### config.mk
export PLATFORM = sky130hd
export DESIGN_NAME = keyframe_segment_locator_core
export DESIGN_NICKNAME = d
export VERILOG_FILES = /design/src/sv/kfsl_pkg.sv /design/src/sv/kfsl_div.sv /design/src/sv/kfsl_datapath.sv /design/src/sv/kfsl_ctrl.sv /design/src/sv/keyframe_segment_locator_core.sv
export SDC_FILE = /design/constraint.sdc
export NUM_CORES = 1
export LEC_CHECK = 0
export BUFFER_PORTS_ARGS = -buffer_cell sky130_fd_sc_hd__buf_2
export CORE_MARGIN = 2
export CORE_UTILIZATION = 30
export DETAILED_ROUTE_END_ITERATION = 10
export MAX_ROUTING_LAYER = met4
export SLEW_MARGIN = 10
export SYNTH_ARGS = -nofsm -noshare
export SYNTH_HDL_FRONTEND = slang
export SYNTH_SLANG_ARGS = --single-unit
### constraint.sdc
create_clock -name i_clk -period 3.2 [get_ports i_clk]
set_input_delay 0.16 -clock i_clk [delete_from_list [all_inputs] [get_ports i_clk]]
set_output_delay 0.16 -clock i_clk [all_outputs]
set_load 0.01 [all_outputs]
### src/sv/kfsl_pkg.sv
// Shared types, constants and handshake structs of the keyframe segment locator.
`timescale 1ns / 1ps

package kfsl_pkg;

    localparam int MAX_KEYS  = 16;
    localparam int FRAC_BITS = 16;

    localparam int KEY_W  = FRAC_BITS + 1;
    localparam int VAL_W  = FRAC_BITS;
    localparam int IDX_W  = $clog2(MAX_KEYS);
    localparam int CNT_W  = $clog2(MAX_KEYS + 1);
    localparam int STEP_W = $clog2(FRAC_BITS + 1);
    localparam int MODE_W = 2;

    localparam logic [KEY_W-1:0] FIX_ONE = {1'b1, {FRAC_BITS{1'b0}}};

    typedef enum logic [MODE_W-1:0] {
        MODE_CLEAR  = 2'd0,
        MODE_APPEND = 2'd1,
        MODE_QUERY  = 2'd2,
        MODE_NONE   = 2'd3
    } t_mode;

    typedef enum logic [1:0] {
        RES_SINGLE_CUR,
        RES_SINGLE_PREV,
        RES_BLEND
    } t_res_sel;

    typedef enum logic [3:0] {
        S_IDLE,
        S_DECODE,
        S_SCAN_RD,
        S_SCAN_CMP,
        S_SHIFT_RD,
        S_SHIFT_WR,
        S_INSERT,
        S_DIV,
        S_OUT_CUR,
        S_OUT_PREV,
        S_OUT_BLEND
    } t_state;

    typedef struct packed {
        logic     capture;
        logic     clr_all;
        logic     kill;
        logic     take_idx;
        logic     pos_clr;
        logic     pos_inc;
        logic     rd_en;
        logic     rd_from_j;
        logic     j_load;
        logic     j_dec;
        logic     wr_shift;
        logic     wr_insert;
        logic     wr_last;
        logic     div_start;
        logic     res_load;
        t_res_sel res_sel;
    } t_dp_cmd;

    typedef struct packed {
        t_mode mode;
        logic  disabled;
        logic  key_bad;
        logic  full;
        logic  query_bad;
        logic  few_keys;
        logic  pos_at_end;
        logic  cur_less;
        logic  cur_equal;
        logic  pos_zero;
        logic  j_at_pos;
        logic  div_done;
        logic  out_free;
    } t_dp_sts;

endpackage

### src/sv/kfsl_div.sv
// Restoring divider, one quotient bit per cycle, for the blend factor.
`timescale 1ns / 1ps

module kfsl_div (
    input  logic                             i_clk,
    input  logic                             i_rst_n,
    input  logic                             i_start,
    input  logic [kfsl_pkg::KEY_W-1:0]       i_num,
    input  logic [kfsl_pkg::KEY_W-1:0]       i_den,
    output logic                             o_done,
    output logic [kfsl_pkg::FRAC_BITS-1:0]   o_quo
);

    logic                           r_busy;
    logic                           r_done;
    logic [kfsl_pkg::STEP_W-1:0]    r_cnt;
    logic [kfsl_pkg::KEY_W-1:0]     r_rem;
    logic [kfsl_pkg::KEY_W-1:0]     r_den;
    logic [kfsl_pkg::FRAC_BITS-1:0] r_quo;

    logic [kfsl_pkg::KEY_W:0]       shifted;
    logic [kfsl_pkg::KEY_W:0]       diff;
    logic                           ge;

    // Remainder stays below the divisor, so one compare-subtract per bit.
    assign shifted = {r_rem, 1'b0};
    assign ge      = shifted >= {1'b0, r_den};
    assign diff    = shifted - {1'b0, r_den};

    always_ff @(posedge i_clk) begin
        if (!i_rst_n) begin
            r_busy <= 1'b0;
            r_done <= 1'b0;
            r_cnt  <= '0;
        end else begin
            r_done <= 1'b0;
            if (i_start) begin
                r_busy <= 1'b1;
                r_cnt  <= kfsl_pkg::STEP_W'(kfsl_pkg::FRAC_BITS);
            end else if (r_busy) begin
                r_cnt <= r_cnt - kfsl_pkg::STEP_W'(1);
                if (r_cnt == kfsl_pkg::STEP_W'(1)) begin
                    r_busy <= 1'b0;
                    r_done <= 1'b1;
                end
            end
        end
    end

    always_ff @(posedge i_clk) begin
        if (i_start) begin
            r_rem <= i_num;
            r_den <= i_den;
            r_quo <= '0;
        end else if (r_busy) begin
            r_rem <= ge ? diff[kfsl_pkg::KEY_W-1:0] : shifted[kfsl_pkg::KEY_W-1:0];
            r_quo <= {r_quo[kfsl_pkg::FRAC_BITS-2:0], ge};
        end
    end

    assign o_done = r_done;
    assign o_quo  = r_quo;

endmodule

### src/sv/kfsl_datapath.sv
// Key table memory, counters, scan registers, divider and output register.
`timescale 1ns / 1ps

module kfsl_datapath (
    input  logic                            i_clk,
    input  logic                            i_rst_n,
    input  kfsl_pkg::t_dp_cmd               i_cmd,
    output kfsl_pkg::t_dp_sts               o_sts,
    input  logic [kfsl_pkg::MODE_W-1:0]     i_mode,
    input  logic [kfsl_pkg::VAL_W-1:0]      i_key_value,
    input  logic                            i_key_is_one,
    input  logic                            i_key_invalid,
    input  logic [kfsl_pkg::KEY_W-1:0]      i_fraction,
    input  logic                            i_fraction_invalid,
    output logic                            o_valid,
    input  logic                            i_ready,
    output logic                            o_result_kind,
    output logic [kfsl_pkg::IDX_W-1:0]      o_first_index,
    output logic [kfsl_pkg::IDX_W-1:0]      o_second_index,
    output logic [kfsl_pkg::KEY_W-1:0]      o_blend_factor
);

    // Table storage, one write and one registered read per cycle.
    logic [kfsl_pkg::KEY_W-1:0] mem_key   [kfsl_pkg::MAX_KEYS];
    logic [kfsl_pkg::IDX_W-1:0] mem_first [kfsl_pkg::MAX_KEYS];
    logic [kfsl_pkg::IDX_W-1:0] mem_last  [kfsl_pkg::MAX_KEYS];

    logic [kfsl_pkg::KEY_W-1:0] r_rd_key;
    logic [kfsl_pkg::IDX_W-1:0] r_rd_first;
    logic [kfsl_pkg::IDX_W-1:0] r_rd_last;

    kfsl_pkg::t_mode            r_mode;
    logic [kfsl_pkg::KEY_W-1:0] r_val;
    logic                       r_key_bad;
    logic                       r_query_bad;
    logic [kfsl_pkg::IDX_W-1:0] r_idx;

    logic [kfsl_pkg::CNT_W-1:0] r_dist;
    logic [kfsl_pkg::CNT_W-1:0] r_app;
    logic                       r_disabled;

    logic [kfsl_pkg::CNT_W-1:0] r_pos;
    logic [kfsl_pkg::CNT_W-1:0] r_j;
    logic [kfsl_pkg::KEY_W-1:0] r_prev_key;
    logic [kfsl_pkg::IDX_W-1:0] r_prev_last;

    logic                       r_out_valid;
    logic                       r_out_kind;
    logic [kfsl_pkg::IDX_W-1:0] r_out_first;
    logic [kfsl_pkg::IDX_W-1:0] r_out_second;
    logic [kfsl_pkg::KEY_W-1:0] r_out_factor;

    logic [kfsl_pkg::KEY_W-1:0] in_key;
    logic [kfsl_pkg::CNT_W-1:0] j_m1;
    logic [kfsl_pkg::IDX_W-1:0] rd_addr;
    logic [kfsl_pkg::IDX_W-1:0] wr_addr;
    logic                       div_done;
    logic [kfsl_pkg::FRAC_BITS-1:0] div_quo;

    assign in_key  = i_key_is_one ? kfsl_pkg::FIX_ONE : {1'b0, i_key_value};
    assign j_m1    = r_j - kfsl_pkg::CNT_W'(1);
    assign rd_addr = i_cmd.rd_from_j ? j_m1[kfsl_pkg::IDX_W-1:0] : r_pos[kfsl_pkg::IDX_W-1:0];
    assign wr_addr = i_cmd.wr_shift ? r_j[kfsl_pkg::IDX_W-1:0] : r_pos[kfsl_pkg::IDX_W-1:0];

    // Input capture
    always_ff @(posedge i_clk) begin
        if (i_cmd.capture) begin
            r_mode      <= kfsl_pkg::t_mode'(i_mode);
            r_val       <= (i_mode == kfsl_pkg::MODE_APPEND) ? in_key : i_fraction;
            r_key_bad   <= i_key_invalid || (in_key > kfsl_pkg::FIX_ONE);
            r_query_bad <= i_fraction_invalid || (i_fraction > kfsl_pkg::FIX_ONE);
        end
        if (i_cmd.take_idx) begin
            r_idx <= r_app[kfsl_pkg::IDX_W-1:0];
        end
    end

    // Table counts and the disable flag
    always_ff @(posedge i_clk) begin
        if (!i_rst_n) begin
            r_dist     <= '0;
            r_app      <= '0;
            r_disabled <= 1'b0;
        end else if (i_cmd.clr_all || i_cmd.kill) begin
            r_dist     <= '0;
            r_app      <= '0;
            r_disabled <= i_cmd.kill;
        end else begin
            if (i_cmd.take_idx) begin
                r_app <= r_app + kfsl_pkg::CNT_W'(1);
            end
            if (i_cmd.wr_insert) begin
                r_dist <= r_dist + kfsl_pkg::CNT_W'(1);
            end
        end
    end

    // Scan position, shift index and the entry left behind
    always_ff @(posedge i_clk) begin
        if (i_cmd.pos_clr) begin
            r_pos <= '0;
        end else if (i_cmd.pos_inc) begin
            r_pos       <= r_pos + kfsl_pkg::CNT_W'(1);
            r_prev_key  <= r_rd_key;
            r_prev_last <= r_rd_last;
        end
        if (i_cmd.j_load) begin
            r_j <= r_dist;
        end else if (i_cmd.j_dec) begin
            r_j <= j_m1;
        end
    end

    // Memory write and registered read
    always_ff @(posedge i_clk) begin
        if (i_cmd.wr_shift) begin
            mem_key[wr_addr]   <= r_rd_key;
            mem_first[wr_addr] <= r_rd_first;
            mem_last[wr_addr]  <= r_rd_last;
        end else if (i_cmd.wr_insert) begin
            mem_key[wr_addr]   <= r_val;
            mem_first[wr_addr] <= r_idx;
            mem_last[wr_addr]  <= r_idx;
        end else if (i_cmd.wr_last) begin
            mem_last[wr_addr]  <= r_idx;
        end
        if (i_cmd.rd_en) begin
            r_rd_key   <= mem_key[rd_addr];
            r_rd_first <= mem_first[rd_addr];
            r_rd_last  <= mem_last[rd_addr];
        end
    end

    kfsl_div u_div (
        .i_clk   (i_clk),
        .i_rst_n (i_rst_n),
        .i_start (i_cmd.div_start),
        .i_num   (r_val - r_prev_key),
        .i_den   (r_rd_key - r_prev_key),
        .o_done  (div_done),
        .o_quo   (div_quo)
    );

    // Output register
    always_ff @(posedge i_clk) begin
        if (!i_rst_n) begin
            r_out_valid <= 1'b0;
        end else if (i_cmd.res_load) begin
            r_out_valid <= 1'b1;
        end else if (i_ready) begin
            r_out_valid <= 1'b0;
        end
    end

    always_ff @(posedge i_clk) begin
        if (i_cmd.res_load) begin
            case (i_cmd.res_sel)
                kfsl_pkg::RES_SINGLE_CUR: begin
                    r_out_kind   <= 1'b0;
                    r_out_first  <= r_rd_first;
                    r_out_second <= '0;
                    r_out_factor <= '0;
                end
                kfsl_pkg::RES_BLEND: begin
                    r_out_kind   <= 1'b1;
                    r_out_first  <= r_prev_last;
                    r_out_second <= r_rd_first;
                    r_out_factor <= {1'b0, div_quo};
                end
                default: begin
                    r_out_kind   <= 1'b0;
                    r_out_first  <= r_prev_last;
                    r_out_second <= '0;
                    r_out_factor <= '0;
                end
            endcase
        end
    end

    assign o_valid        = r_out_valid;
    assign o_result_kind  = r_out_kind;
    assign o_first_index  = r_out_first;
    assign o_second_index = r_out_second;
    assign o_blend_factor = r_out_factor;

    always_comb begin
        o_sts.mode       = r_mode;
        o_sts.disabled   = r_disabled;
        o_sts.key_bad    = r_key_bad;
        o_sts.full       = r_app >= kfsl_pkg::CNT_W'(kfsl_pkg::MAX_KEYS);
        o_sts.query_bad  = r_query_bad;
        o_sts.few_keys   = r_dist < kfsl_pkg::CNT_W'(2);
        o_sts.pos_at_end = r_pos == r_dist;
        o_sts.cur_less   = r_rd_key < r_val;
        o_sts.cur_equal  = r_rd_key == r_val;
        o_sts.pos_zero   = r_pos == '0;
        o_sts.j_at_pos   = r_j == r_pos;
        o_sts.div_done   = div_done;
        o_sts.out_free   = !r_out_valid || i_ready;
    end

    a_dist_le_app: assert property (@(posedge i_clk) disable iff (!i_rst_n)
        r_dist <= r_app)
        else $error("distinct count exceeds appended count");

    a_disabled_empty: assert property (@(posedge i_clk) disable iff (!i_rst_n)
        r_disabled |-> (r_dist == '0 && r_app == '0))
        else $error("disabled table is not empty");

    a_insert_room: assert property (@(posedge i_clk) disable iff (!i_rst_n)
        i_cmd.wr_insert |-> (r_dist < r_app))
        else $error("insert without a claimed key index");

endmodule

### src/sv/kfsl_ctrl.sv
// Sequencer for clear, append with sorted insert, and query with blend.
`timescale 1ns / 1ps

module kfsl_ctrl (
    input  logic               i_clk,
    input  logic               i_rst_n,
    input  logic               i_valid,
    output logic               o_ready,
    input  kfsl_pkg::t_dp_sts  i_sts,
    output kfsl_pkg::t_dp_cmd  o_cmd
);

    kfsl_pkg::t_state r_state;
    kfsl_pkg::t_state n_state;
    logic             is_append;

    assign is_append = i_sts.mode == kfsl_pkg::MODE_APPEND;

    always_ff @(posedge i_clk) begin
        if (!i_rst_n) begin
            r_state <= kfsl_pkg::S_IDLE;
        end else begin
            r_state <= n_state;
        end
    end

    always_comb begin
        n_state = r_state;
        case (r_state)
            kfsl_pkg::S_IDLE: begin
                if (i_valid) begin
                    n_state = kfsl_pkg::S_DECODE;
                end
            end
            kfsl_pkg::S_DECODE: begin
                n_state = kfsl_pkg::S_IDLE;
                if (is_append) begin
                    if (!i_sts.disabled && !i_sts.key_bad && !i_sts.full) begin
                        n_state = kfsl_pkg::S_SCAN_RD;
                    end
                end else if (i_sts.mode == kfsl_pkg::MODE_QUERY) begin
                    if (!i_sts.query_bad && !i_sts.few_keys) begin
                        n_state = kfsl_pkg::S_SCAN_RD;
                    end
                end
            end
            kfsl_pkg::S_SCAN_RD: begin
                if (!i_sts.pos_at_end) begin
                    n_state = kfsl_pkg::S_SCAN_CMP;
                end else if (is_append) begin
                    n_state = kfsl_pkg::S_SHIFT_RD;
                end else begin
                    n_state = kfsl_pkg::S_OUT_PREV;
                end
            end
            kfsl_pkg::S_SCAN_CMP: begin
                if (i_sts.cur_less) begin
                    n_state = kfsl_pkg::S_SCAN_RD;
                end else if (is_append) begin
                    n_state = i_sts.cur_equal ? kfsl_pkg::S_IDLE : kfsl_pkg::S_SHIFT_RD;
                end else if (i_sts.pos_zero || i_sts.cur_equal) begin
                    n_state = kfsl_pkg::S_OUT_CUR;
                end else begin
                    n_state = kfsl_pkg::S_DIV;
                end
            end
            kfsl_pkg::S_SHIFT_RD: begin
                n_state = i_sts.j_at_pos ? kfsl_pkg::S_INSERT : kfsl_pkg::S_SHIFT_WR;
            end
            kfsl_pkg::S_SHIFT_WR: begin
                n_state = kfsl_pkg::S_SHIFT_RD;
            end
            kfsl_pkg::S_INSERT: begin
                n_state = kfsl_pkg::S_IDLE;
            end
            kfsl_pkg::S_DIV: begin
                if (i_sts.div_done) begin
                    n_state = kfsl_pkg::S_OUT_BLEND;
                end
            end
            kfsl_pkg::S_OUT_CUR, kfsl_pkg::S_OUT_PREV, kfsl_pkg::S_OUT_BLEND: begin
                if (i_sts.out_free) begin
                    n_state = kfsl_pkg::S_IDLE;
                end
            end
            default: begin
                n_state = kfsl_pkg::S_IDLE;
            end
        endcase
    end

    always_comb begin
        o_cmd   = '0;
        o_ready = 1'b0;
        case (r_state)
            kfsl_pkg::S_IDLE: begin
                o_ready     = 1'b1;
                o_cmd.capture = i_valid;
            end
            kfsl_pkg::S_DECODE: begin
                o_cmd.pos_clr = 1'b1;
                if (i_sts.mode == kfsl_pkg::MODE_CLEAR) begin
                    o_cmd.clr_all = 1'b1;
                end else if (is_append && !i_sts.disabled) begin
                    o_cmd.kill     = i_sts.key_bad;
                    o_cmd.take_idx = !i_sts.key_bad && !i_sts.full;
                end
            end
            kfsl_pkg::S_SCAN_RD: begin
                o_cmd.rd_en  = !i_sts.pos_at_end;
                o_cmd.j_load = i_sts.pos_at_end;
            end
            kfsl_pkg::S_SCAN_CMP: begin
                o_cmd.pos_inc = i_sts.cur_less;
                if (!i_sts.cur_less) begin
                    if (is_append) begin
                        o_cmd.wr_last = i_sts.cur_equal;
                        o_cmd.j_load  = !i_sts.cur_equal;
                    end else begin
                        o_cmd.div_start = !i_sts.pos_zero && !i_sts.cur_equal;
                    end
                end
            end
            kfsl_pkg::S_SHIFT_RD: begin
                o_cmd.rd_en     = !i_sts.j_at_pos;
                o_cmd.rd_from_j = 1'b1;
            end
            kfsl_pkg::S_SHIFT_WR: begin
                o_cmd.wr_shift = 1'b1;
                o_cmd.j_dec    = 1'b1;
            end
            kfsl_pkg::S_INSERT: begin
                o_cmd.wr_insert = 1'b1;
            end
            kfsl_pkg::S_OUT_CUR: begin
                o_cmd.res_load = i_sts.out_free;
                o_cmd.res_sel  = kfsl_pkg::RES_SINGLE_CUR;
            end
            kfsl_pkg::S_OUT_PREV: begin
                o_cmd.res_load = i_sts.out_free;
                o_cmd.res_sel  = kfsl_pkg::RES_SINGLE_PREV;
            end
            kfsl_pkg::S_OUT_BLEND: begin
                o_cmd.res_load = i_sts.out_free;
                o_cmd.res_sel  = kfsl_pkg::RES_BLEND;
            end
            default: begin
                o_cmd = '0;
            end
        endcase
    end

endmodule

### src/sv/keyframe_segment_locator_core.sv
// Top level of the keyframe segment locator: sequencer plus table datapath.
//
//   Channel   Valid     Ready     Payload
//   input     i_valid   o_ready   i_mode, i_key_value, i_key_is_one, i_key_invalid,
//                                 i_fraction, i_fraction_invalid
//   result    o_valid   i_ready   o_result_kind, o_first_index, o_second_index,
//                                 o_blend_factor
//
// One item at a time. A clear, an ignored append or a dropped query ends
// after the decode state. An append walks the sorted table with a read and
// a compare per entry (one memory read port) and then shifts each entry above
// its slot up by one with a read and a write. A query walks the table the same
// way and, for a blend, runs the 16-step restoring divider until its done flag
// is seen.
// Synchronous active-low reset empties the table and enables it; the key
// memory is not cleared, since only entries below the distinct count are read.
// A result waits in the output register; a stalled result holds only a query
// that is ready to deliver, and o_ready rises again once it is taken.
`timescale 1ns / 1ps

module keyframe_segment_locator_core (
    input  logic                                i_clk,
    input  logic                                i_rst_n,
    input  logic                                i_valid,
    output logic                                o_ready,
    input  logic [kfsl_pkg::MODE_W-1:0]         i_mode,
    input  logic [kfsl_pkg::VAL_W-1:0]          i_key_value,
    input  logic                                i_key_is_one,
    input  logic                                i_key_invalid,
    input  logic [kfsl_pkg::KEY_W-1:0]          i_fraction,
    input  logic                                i_fraction_invalid,
    output logic                                o_valid,
    input  logic                                i_ready,
    output logic                                o_result_kind,
    output logic [kfsl_pkg::IDX_W-1:0]          o_first_index,
    output logic [kfsl_pkg::IDX_W-1:0]          o_second_index,
    output logic [kfsl_pkg::KEY_W-1:0]          o_blend_factor
);

    // Command and status between sequencer and datapath
    kfsl_pkg::t_dp_cmd cmd;
    kfsl_pkg::t_dp_sts sts;

    kfsl_ctrl u_ctrl (
        .i_clk   (i_clk),
        .i_rst_n (i_rst_n),
        .i_valid (i_valid),
        .o_ready (o_ready),
        .i_sts   (sts),
        .o_cmd   (cmd)
    );

    // Table memory, scan registers, divider and the output register
    kfsl_datapath u_dp (
        .i_clk              (i_clk),
        .i_rst_n            (i_rst_n),
        .i_cmd              (cmd),
        .o_sts              (sts),
        .i_mode             (i_mode),
        .i_key_value        (i_key_value),
        .i_key_is_one       (i_key_is_one),
        .i_key_invalid      (i_key_invalid),
        .i_fraction         (i_fraction),
        .i_fraction_invalid (i_fraction_invalid),
        .o_valid            (o_valid),
        .i_ready            (i_ready),
        .o_result_kind      (o_result_kind),
        .o_first_index      (o_first_index),
        .o_second_index     (o_second_index),
        .o_blend_factor     (o_blend_factor)
    );

endmodule
# Yosys cells after proc, flatten, opt, wreduce, memory -nomap -nowiden
# Memories as Yosys holds them, arrays and structs flattened. A register that Yosys moved wholly into a read port is not among the register bits.
# Cells that the tools add are included.
dict set report op_classes {
  n_addsub 8
  n_mul 0
  div 0
  magnitude_cmp 6
  n_eq_ne 21
  shift 0
  muxes 66
  bitwise_logic 7
  n_reduce_logical 34
}
# cell count
set ops {}
lappend ops {{17-bit 2-to-1 mux} 6}
lappend ops {{4-bit 2-to-1 mux} 17}
lappend ops {{17-bit subtractor} 3}
lappend ops {{17-bit > comparator, second input constant} 2}
lappend ops {{4-bit one-hot mux with 8 select lines} 1}
lappend ops {{1-bit 2-to-1 mux} 26}
lappend ops {{5-bit 2-to-1 mux} 4}
lappend ops {{18-bit by 17-bit >= comparator with 1-bit output} 1}
lappend ops {{17-bit == test} 1}
lappend ops {{17-bit < comparator} 1}
lappend ops {{4-bit by 3-bit == test with 1-bit output, second input constant} 4}
lappend ops {{2-bit 2-to-1 mux} 8}
lappend ops {{5-bit by 1-bit adder with 5-bit output, second input constant} 3}
lappend ops {{4-bit == test, second input constant} 3}
lappend ops {{5-bit == test} 2}
lappend ops {{1-bit logical NOT} 10}
lappend ops {{5-bit by 1-bit subtractor with 5-bit output, second input constant} 2}
lappend ops {{3-bit one-hot mux with 3 select lines} 1}
lappend ops {{4-bit by 2-bit == test with 1-bit output, second input constant} 2}
lappend ops {{1-bit logical AND} 6}
lappend ops {{2-bit nonzero test} 3}
lappend ops {{3-bit OR reduction} 2}
lappend ops {{5-bit by 1-bit == test with 1-bit output, second input constant} 1}
lappend ops {{5-bit >= comparator, second input constant} 1}
lappend ops {{other kinds (17)} 32}
dict set report totals {
  reg_bits 155
  latchBits 0
  ramBits 400
  romBits 0
  out_inout_bits 28
  elab_cells 171
  n_memories 3
}
# memory words word_bits read_ports rd_ports_with_merged_regs wr line_no
set mem_list {}
lappend mem_list {u_dp.mem_key 16 17 1 1 1 kfsl_datapath.sv:24} ;# logic [kfsl_pkg::KEY_W-1:0] mem_key [kfsl_pkg::MAX_KEYS];
lappend mem_list {u_dp.mem_first 16 4 1 1 1 kfsl_datapath.sv:25} ;# logic [kfsl_pkg::IDX_W-1:0] mem_first [kfsl_pkg::MAX_KEYS];
lappend mem_list {u_dp.mem_last 16 4 1 1 1 kfsl_datapath.sv:26} ;# logic [kfsl_pkg::IDX_W-1:0] mem_last [kfsl_pkg::MAX_KEYS];

# Longest topological paths before layout
# Gate-level depths: netlist (run 1).
dict set report logic_depth {
  word_depth 11
  ltp_mapped 12
  ltp_nobuf 11
}

# Cells and area by module
# Synthesis (run 1) repeated with hierarchy kept, for this count alone.
dict set report unflattened {
  cells_unflattened 2656
  hier_area_um2 30180.2
}
# mod instances cells_each area_per_inst_um2
set by_module_without_submodules {}
lappend by_module_without_submodules {kfsl_datapath 1 2239 26422.8}
lappend by_module_without_submodules {kfsl_div 1 338 3230.6}
lappend by_module_without_submodules {kfsl_ctrl 1 79 526.8}

# Least setup slack after synthesis (run 1)
# Ideal clock, no wire load.
dict set report synth_path {
  path_type {flip-flop to flip-flop}
  startpoint {register u_dp.r_pos[2] in the netlist's numbering}
  endpoint {register u_dp.r_rd_first[0] in the netlist's numbering, read port of u_dp.mem_first, enable pin}
  arrival_time_ps 2824
  required_ps 2761
  slack_ps -62
  path_stages_with_launch 7
  period_less_slack_ps 3262
  cell_sequence {dfxtp_1 clkbuf_1 xor2_1 nor3_1 nor3_1 nor2_1 nor3_1}
}
# element line_no
set synth_lines {}
lappend synth_lines {{start, declared} kfsl_datapath.sv:42} ;# logic [kfsl_pkg::CNT_W-1:0] r_pos;
lappend synth_lines {{start signal, assigned} kfsl_datapath.sv:103} ;# r_pos <= r_pos + kfsl_pkg::CNT_W'(1);
lappend synth_lines {{end, declared} kfsl_datapath.sv:29} ;# logic [kfsl_pkg::IDX_W-1:0] r_rd_first;

# Final worst setup path (run 1)
dict set report layout_path {
  startpoint {register u_dp.r_rd_key[12] in the netlist's numbering, read port of u_dp.mem_key}
  endpoint {memory u_dp.mem_last[10][2] in the netlist's numbering, enable pin}
}
dict set report layout_via {
  elab_chain_len 9
  word_cells_on_any_way 10
}
# element line_no
set layout_lines {}
lappend layout_lines {{start, declared} kfsl_datapath.sv:28} ;# logic [kfsl_pkg::KEY_W-1:0] r_rd_key;
lappend layout_lines {{branches (longest 2 deep; another with 17-bit < comparator)} --}
lappend layout_lines {{2-bit 2-to-1 mux *} kfsl_ctrl.sv:115} ;# if (!i_sts.cur_less) begin
lappend layout_lines {{2-bit 2-to-1 mux *} kfsl_ctrl.sv:95} ;# case (r_state)
lappend layout_lines {{1-bit 2-to-1 mux *} kfsl_datapath.sv:124} ;# end else if (i_cmd.wr_last) begin
lappend layout_lines {{1-bit 2-to-1 mux *} kfsl_datapath.sv:120} ;# end else if (i_cmd.wr_insert) begin
lappend layout_lines {{1-bit 2-to-1 mux *} kfsl_datapath.sv:116} ;# if (i_cmd.wr_shift) begin
lappend layout_lines {{1-bit 2-to-1 mux (implied by the code) *} kfsl_datapath.sv:125} ;# mem_last[wr_addr] <= r_idx;
lappend layout_lines {{1-bit bitwise OR (no line) *} --}
lappend layout_lines {{end, declared} kfsl_datapath.sv:26}
# Every way passes the cells marked *.

==> flow_summary.toml, run 1 <==
[worst_setup_path]
crit_required_ps = 3580
cp_max_fo = 8
cp-start-kind = "flip-flop"
path_class = "reg2reg"
critPathSlowestCell = "a31oi_1"
max_stage_delay_ps = 560
path_delay_family = "compound AO/OA/AOI/OAI gates"
cp_common_cell = "buf_4"
cp_data_arrival_time_ps = 3480
critPathBufInv = 3
cp_cell_sequence = "ha_1 > a21oi_1 > o21ai_0 > a221oi_1 > o31ai_1 > buf_4 > nand2b_1 > o21bai_1 > buf_4 > a31oi_1 > nor2_1 > buf_4"
endpoint_kind = "flip-flop"

[logic_synthesis]
synthTopCellsByCount = "535 x edfxtp_1, 133 x nor2_1, 100 x mux4_2, 90 x a21oi_1, 73 x ha_1"
synth_most_common_cell = "edfxtp_1"
synth-seq-area-share_pct = 65.8
synth_top_area_cell = "edfxtp_1"
yosys.area.top_type_share_pct = 62.3
netlist_instances = 1696
synth-edff-count = 535
netlist_area_um2 = 25800
synth.area.top_cells = "edfxtp_1 62%, mux4_2 8.7%, ha_1 3.5%, dfxtp_1 3.4%, mux2i_1 2.0%"
async_flop_share_pct = 0
ys_seq_elements = 579
ys.flop_type = "edfxtp_1"
syn-num-nets = 1814
ys_warn_count = 0
ys_types = 66
synth_area_per_cell_um2 = 15.2

[timing]
tns_ps = 0
fin_worst_skew_ps = 14.5
setup_viol_count_final = 0
rsz0062_at_grt = "true"
fin_crit_sh_pct = 96.6
worstMarginPinSlew_ps = 1200
max_slew_margin_pct = 19.6
max_freq_mhz = 323
finalHoldViolations = 0
final.min_clock_period_ps = 3090
drv_slew = 0
timing.hold.ws_ps = 38.6

[drt]
drc_errors = 0
via_count = 14900
ant_nets = 0
vias_per_cell = 4.85
drt-initial-drc-count = 1161
post_drt_wl_per_cell_um = 19.2
dr.pass1.iters = 7
wl_um = 59000

[run_status]
status = "completed"

[clock_network]
cts_tree = "done"
numClockSinks = 579
clk_pin_slew_ps = 60
root_buffer = "clkbuf_16"
h-tree-depth = 2
clkLatencyLatePin_ps = 630
cts_buffers = 59
cts_buffer_depth = 3

[floorplan]
core_um2 = 85100
die_y_um = 297
die_area_um2 = 88300
ios = 70
die_w_um = 297
num_rows = 107
initial_core_util_pct = 30.3

[global_route]
grt-ovfl-total = 0
grt_pass1_vias = 15300
antenna_found_initial = 2
grt_use_total_pct = 13.6
grt_pass1_wl_um = 90900
grt_max_degree = 64

[worst_hold_path]
hold_path_class = "in2reg"

[power_and_ir_drop]
peakVddDrop_uv = 468
p_leak_nw = 10.6
p_total_mw = 20.6
p_per_area_nw_per_um2 = 673

[placement]
dp_hpwl_um = 38300
numPortBuffers = 68
place_congestion = 0.854

[layout]
final_layout_size_suffix_gt1_share_pct = 22.1
fin_nets = 1997
syn2layout_area_growth_pct = 18.6

[flow_run]
drv_cap = 0
## layout make-up
type / instances / area [µm²]
multi-input cells: 965 / 8260
diodes: 1 / 2.50
repair buffers: 202 / 1710
clock buffers: 76 / 1600
flip-flops and latches: 579 / 16900
fillers: 8045 / 54600
clock inverters: 33 / 323
well taps: 1144 / 1430
inverters: 72 / 270
## power breakdown
group	internal, mW	switching [mW]
Combinational	2.11	2.60
Sequential	8.83	0.200
Clock	3.93	2.89
## worst reg2reg max path, cell delays in order (launching register included)
cell      delay [ps]
edfxtp_1         420
ha_1             330
a21oi_1          140
o21ai_0          130
a221oi_1         350
o31ai_1          120
buf_4            180
nand2b_1          90
o21bai_1          80
buf_4            170
a31oi_1          570
nor2_1            90
buf_4            200
## cells in the final DEF, fill, tap and decap left out, drive strengths merged, types with 4 or more instances in the layout
| cell | count |
|---|---|
| nand3 | 9 |
| nand2b | 31 |
| dlygate4sd3 | 25 |
| clkinv | 25 |
| a31oi | 8 |
| a21oi | 91 |
| dfxtp | 44 |
| and3 | 26 |
| mux2 | 30 |
| nor4 | 14 |
| edfxtp | 535 |
| buf | 176 |
| o21bai | 4 |
| o21ai | 57 |
| o31ai | 6 |
| or3 | 4 |
| inv | 72 |
| o211ai | 4 |
| nand4 | 13 |
| a21boi | 5 |
| mux4 | 100 |
| nor2 | 133 |
| xnor2 | 41 |
| ha | 73 |
| nor3 | 29 |
| a211oi | 35 |
| a21o | 8 |
| mux2i | 51 |
| clkbuf | 77 |
| xor2 | 26 |
| and2 | 6 |
| o21a | 8 |
| nand2 | 72 |
| bufinv | 5 |
| nor2b | 38 |
| nor3b | 4 |
| and4 | 4 |
## what timing repair did
item                       4_1_cts  5_1_grt
gates resized for setup          0        8
setup buffers                    0        3
hold buffers                    25        0
setup endpoints to repair        0       64
hold endpoints to repair        33        0
## metal layers
layer / part of all wire, % / vias to the layer above / global-route usage, %
met5: 0 / - / -
met4: 2.7 / 0 / 3.93
met3: 4.0 / 98 / 1.98
met2: 49 / 334 / 22.6
met1: 44 / 7571 / 17.3
li1: - / 6898 / -
## registers in the layout, indices dropped and copies added, names as in the netlist, 16 cells and up
| name | cells |
|---|---|
| u_dp.r_prev_key | 17 |
| u_dp.u_div.o_quo | 16 |
| u_dp.o_blend_factor | 16 |
| u_dp.mem_first | 64 |
| u_dp.mem_key | 272 |
| u_dp.mem_last | 64 |
| u_dp.u_div.r_rem | 17 |
| u_dp.r_val | 17 |
| u_dp.u_div.r_den | 17 |
| u_dp.r_rd_key | 17 |
## metrics by stage
step | instance area [µm²] | utilization (%) | setup slack [ps] | cells
2_1_floorplan | 25800 | - | 169 | 1696
3_3_place_gp | 28300 | 33.2 | 124 | 2933
3_5_place_dp | 28300 | 33.2 | 122 | 2933
4_1_cts | 30500 | 35.8 | 83.3 | 3067
5_1_grt | 30500 | 35.9 | -118 | 3071
6_report | 30500 | 35.9 | 109 | 3072
## worst paths after layout
path / from / end / slack (ps) / depth (start not counted)
max: u_dp.r_rd_key[12]$_DFFE_PP_ / u_dp.mem_last[10][2]$_DFFE_PP_ / 110 / 12
min: i_key_value[4] / u_dp.r_val[4]$_DFFE_PP_ / 40 / 3
max reg2reg: u_dp.r_rd_key[12]$_DFFE_PP_ / u_dp.mem_last[10][2]$_DFFE_PP_ / 110 / 12
min reg2reg: u_dp.r_rd_key[0]$_DFFE_PP_ / u_dp.r_prev_key[0]$_DFFE_PP_ / 450 / 0
## logic make-up (layout without fill, tap and decap cells)
logic type               count (synthesis)  in the layout  share of synthesized area (%)
AO/OA/AOI/OAI                          251            251                           6.03
AND/OR/NAND/NOR                        389            389                           7.46
flip-flops                             579            579                           65.8
buffers and inverters                  152            383                           2.65
adder cells (fa/ha/maj)                 76             76                           3.78
XOR/XNOR                                67             67                           2.28
multiplexers                           181            181                           12.0
other                                    1              2                         0.0146
Note: power is estimated with default switching activity, not from simulation.
==> run 2, diff against run 1 <==
- RECOVER_POWER: default -> 25
- TNS_END_PERCENT: default -> 50
==> run 2 against run 1 <==
Net effect:
- register-to-register slack about the same
- via count about the same
- setup slack got worse by 9.4 ps
- sequential share of layout area increased by 0.18 points
- combinational power about the same
- power decreased by 0.14%
- maximum frequency decreased by 0.30%
==> flow_summary.toml, run 2 (synthesis gave the netlist of run 1 again) <==
[floorplan]
num_rows = 107
ios = 70
core_um2 = 85100
initial_core_util_pct = 30.3
die_w_um = 297
die_y_um = 297
die_area_um2 = 88300

[drt]
post_drt_wl_per_cell_um = 19.2
wl_um = 59000
drc_errors = 0
dr.pass1.iters = 7
ant_nets = 0
vias_per_cell = 4.85
via_count = 14900
drt-initial-drc-count = 1111

[power_and_ir_drop]
p_total_mw = 20.5
p_per_area_nw_per_um2 = 674
p_leak_nw = 10.5
peakVddDrop_uv = 471

[layout]
max_flop_register = "u_dp.mem_key"
final_layout_size_suffix_gt1_share_pct = 19.7
layout_common_cells = "535 x edfxtp_1, 112 x nor2_1, 100 x mux4_2"
fillerInstances = 8066
top_regs = "u_dp.mem_key x272, u_dp.mem_first x64, u_dp.mem_last x64"
mostFrequentLayoutCell = "edfxtp_1"
stdcell_count = 3072
multi_input_area_um2 = 8260
fin_nets = 1997
final-seq-area_um2 = 16900
utilization_pct = 35.8
syn2layout_area_growth_pct = 18.2
largest_reg_flops = 272
final_area_um2 = 30500

[clock_network]
clkLatencyLatePin_ps = 630
root_buffer = "clkbuf_16"
clk_pin_slew_ps = 60
cts_buffer_depth = 3
numClockSinks = 579
cts_tree = "done"
cts_buffers = 59
h-tree-depth = 2

[placement]
place_area_um2 = 28300
dp_hpwl_um = 38300
post-place-ws_ps = 122
numPortBuffers = 68
dp.cells = 2933
place_congestion = 0.854

[timing]
final.setup.worst_slack_ps = 99.2
fin_worst_skew_ps = 13.5
tns_ps = 0
max_freq_mhz = 322
fin_crit_sh_pct = 96.9
final.min_clock_period_ps = 3100
max_slew_margin_pct = 10.8
drv_slew = 0
timing.hold.ws_ps = 37.9
rsz0062_at_grt = "true"
finalHoldViolations = 0
worstMarginPinSlew_ps = 1340
setup_viol_count_final = 0

[run_status]
status = "completed"

[global_route]
antenna_found_initial = 2
grt-ovfl-total = 0
grt_max_degree = 64
grt_pass1_wl_um = 90900
grt_pass1_vias = 15300
grt_use_total_pct = 13.6

[worst_setup_path]
cp-start-kind = "flip-flop"
crit_required_ps = 3580
endpoint_kind = "flip-flop"
cp_data_arrival_time_ps = 3490
cp_max_fo = 8
path_class = "reg2reg"

[flow_run]
drv_cap = 0

[worst_hold_path]
hold_path_class = "in2reg"
==> run 2: final timing paths <==
kind	from	endpoint	slack, ps	depth (start not counted)
max	u_dp.r_rd_key[12]$_DFFE_PP_	u_dp.mem_last[10][2]$_DFFE_PP_	100	12
min reg2reg	u_dp.r_rd_key[0]$_DFFE_PP_	u_dp.r_prev_key[0]$_DFFE_PP_	450	0
min	i_fraction[1]	u_dp.r_val[1]$_DFFE_PP_	40	3
max reg2reg	u_dp.r_rd_key[12]$_DFFE_PP_	u_dp.mem_last[10][2]$_DFFE_PP_	100	12
==> run 2: routing by layer <==
layer / track usage [%] / wire length [µm]
met1: 17.3 / 26200
met4: 3.93 / 1640
met3: 1.98 / 2160
met2: 22.6 / 29000
met5: - / 0
==> run 2: power by group <==
part           switching [mW]  leakage (nW)  total, mW  internal, mW
sequential              0.200          5.19       9.03          8.83
combinational            2.59          4.37       4.68          2.08
clock                    2.89         0.927       6.82          3.93
total                    5.69          10.5       20.5          14.8
==> run 2: cell type report <==
| cell class | instances | area share (%) |
|---|---|---|
| clock inverter | 33 | 1.06 |
| sequential | 579 | 55.7 |
| antenna | 1 | 0.00822 |
| inverter | 72 | 0.888 |
| clock buffer | 76 | 5.26 |
| timing repair buffer | 202 | 5.30 |
| multi-input combinational | 965 | 27.1 |
| tap | 1144 | 4.70 |
==> run 2: worst max-delay path, cell delays in order, from the launching register on <==
cell      delay (ps)
edfxtp_1         420
ha_1             330
a21oi_1          140
o21ai_0          120
a221oi_1         350
o31ai_1          120
buf_4            180
nand2b_1          90
o21bai_1          80
buf_4            170
a31oi_1          570
nor2_1            90
buf_4            200
==> run 2: what timing repair did <==
item,in CTS,in global routing
setup endpoints to repair,0,64
resized for setup,0,8
hold buffers,25,0
buffers inserted,0,3
endpoints found under the hold margin,33,0
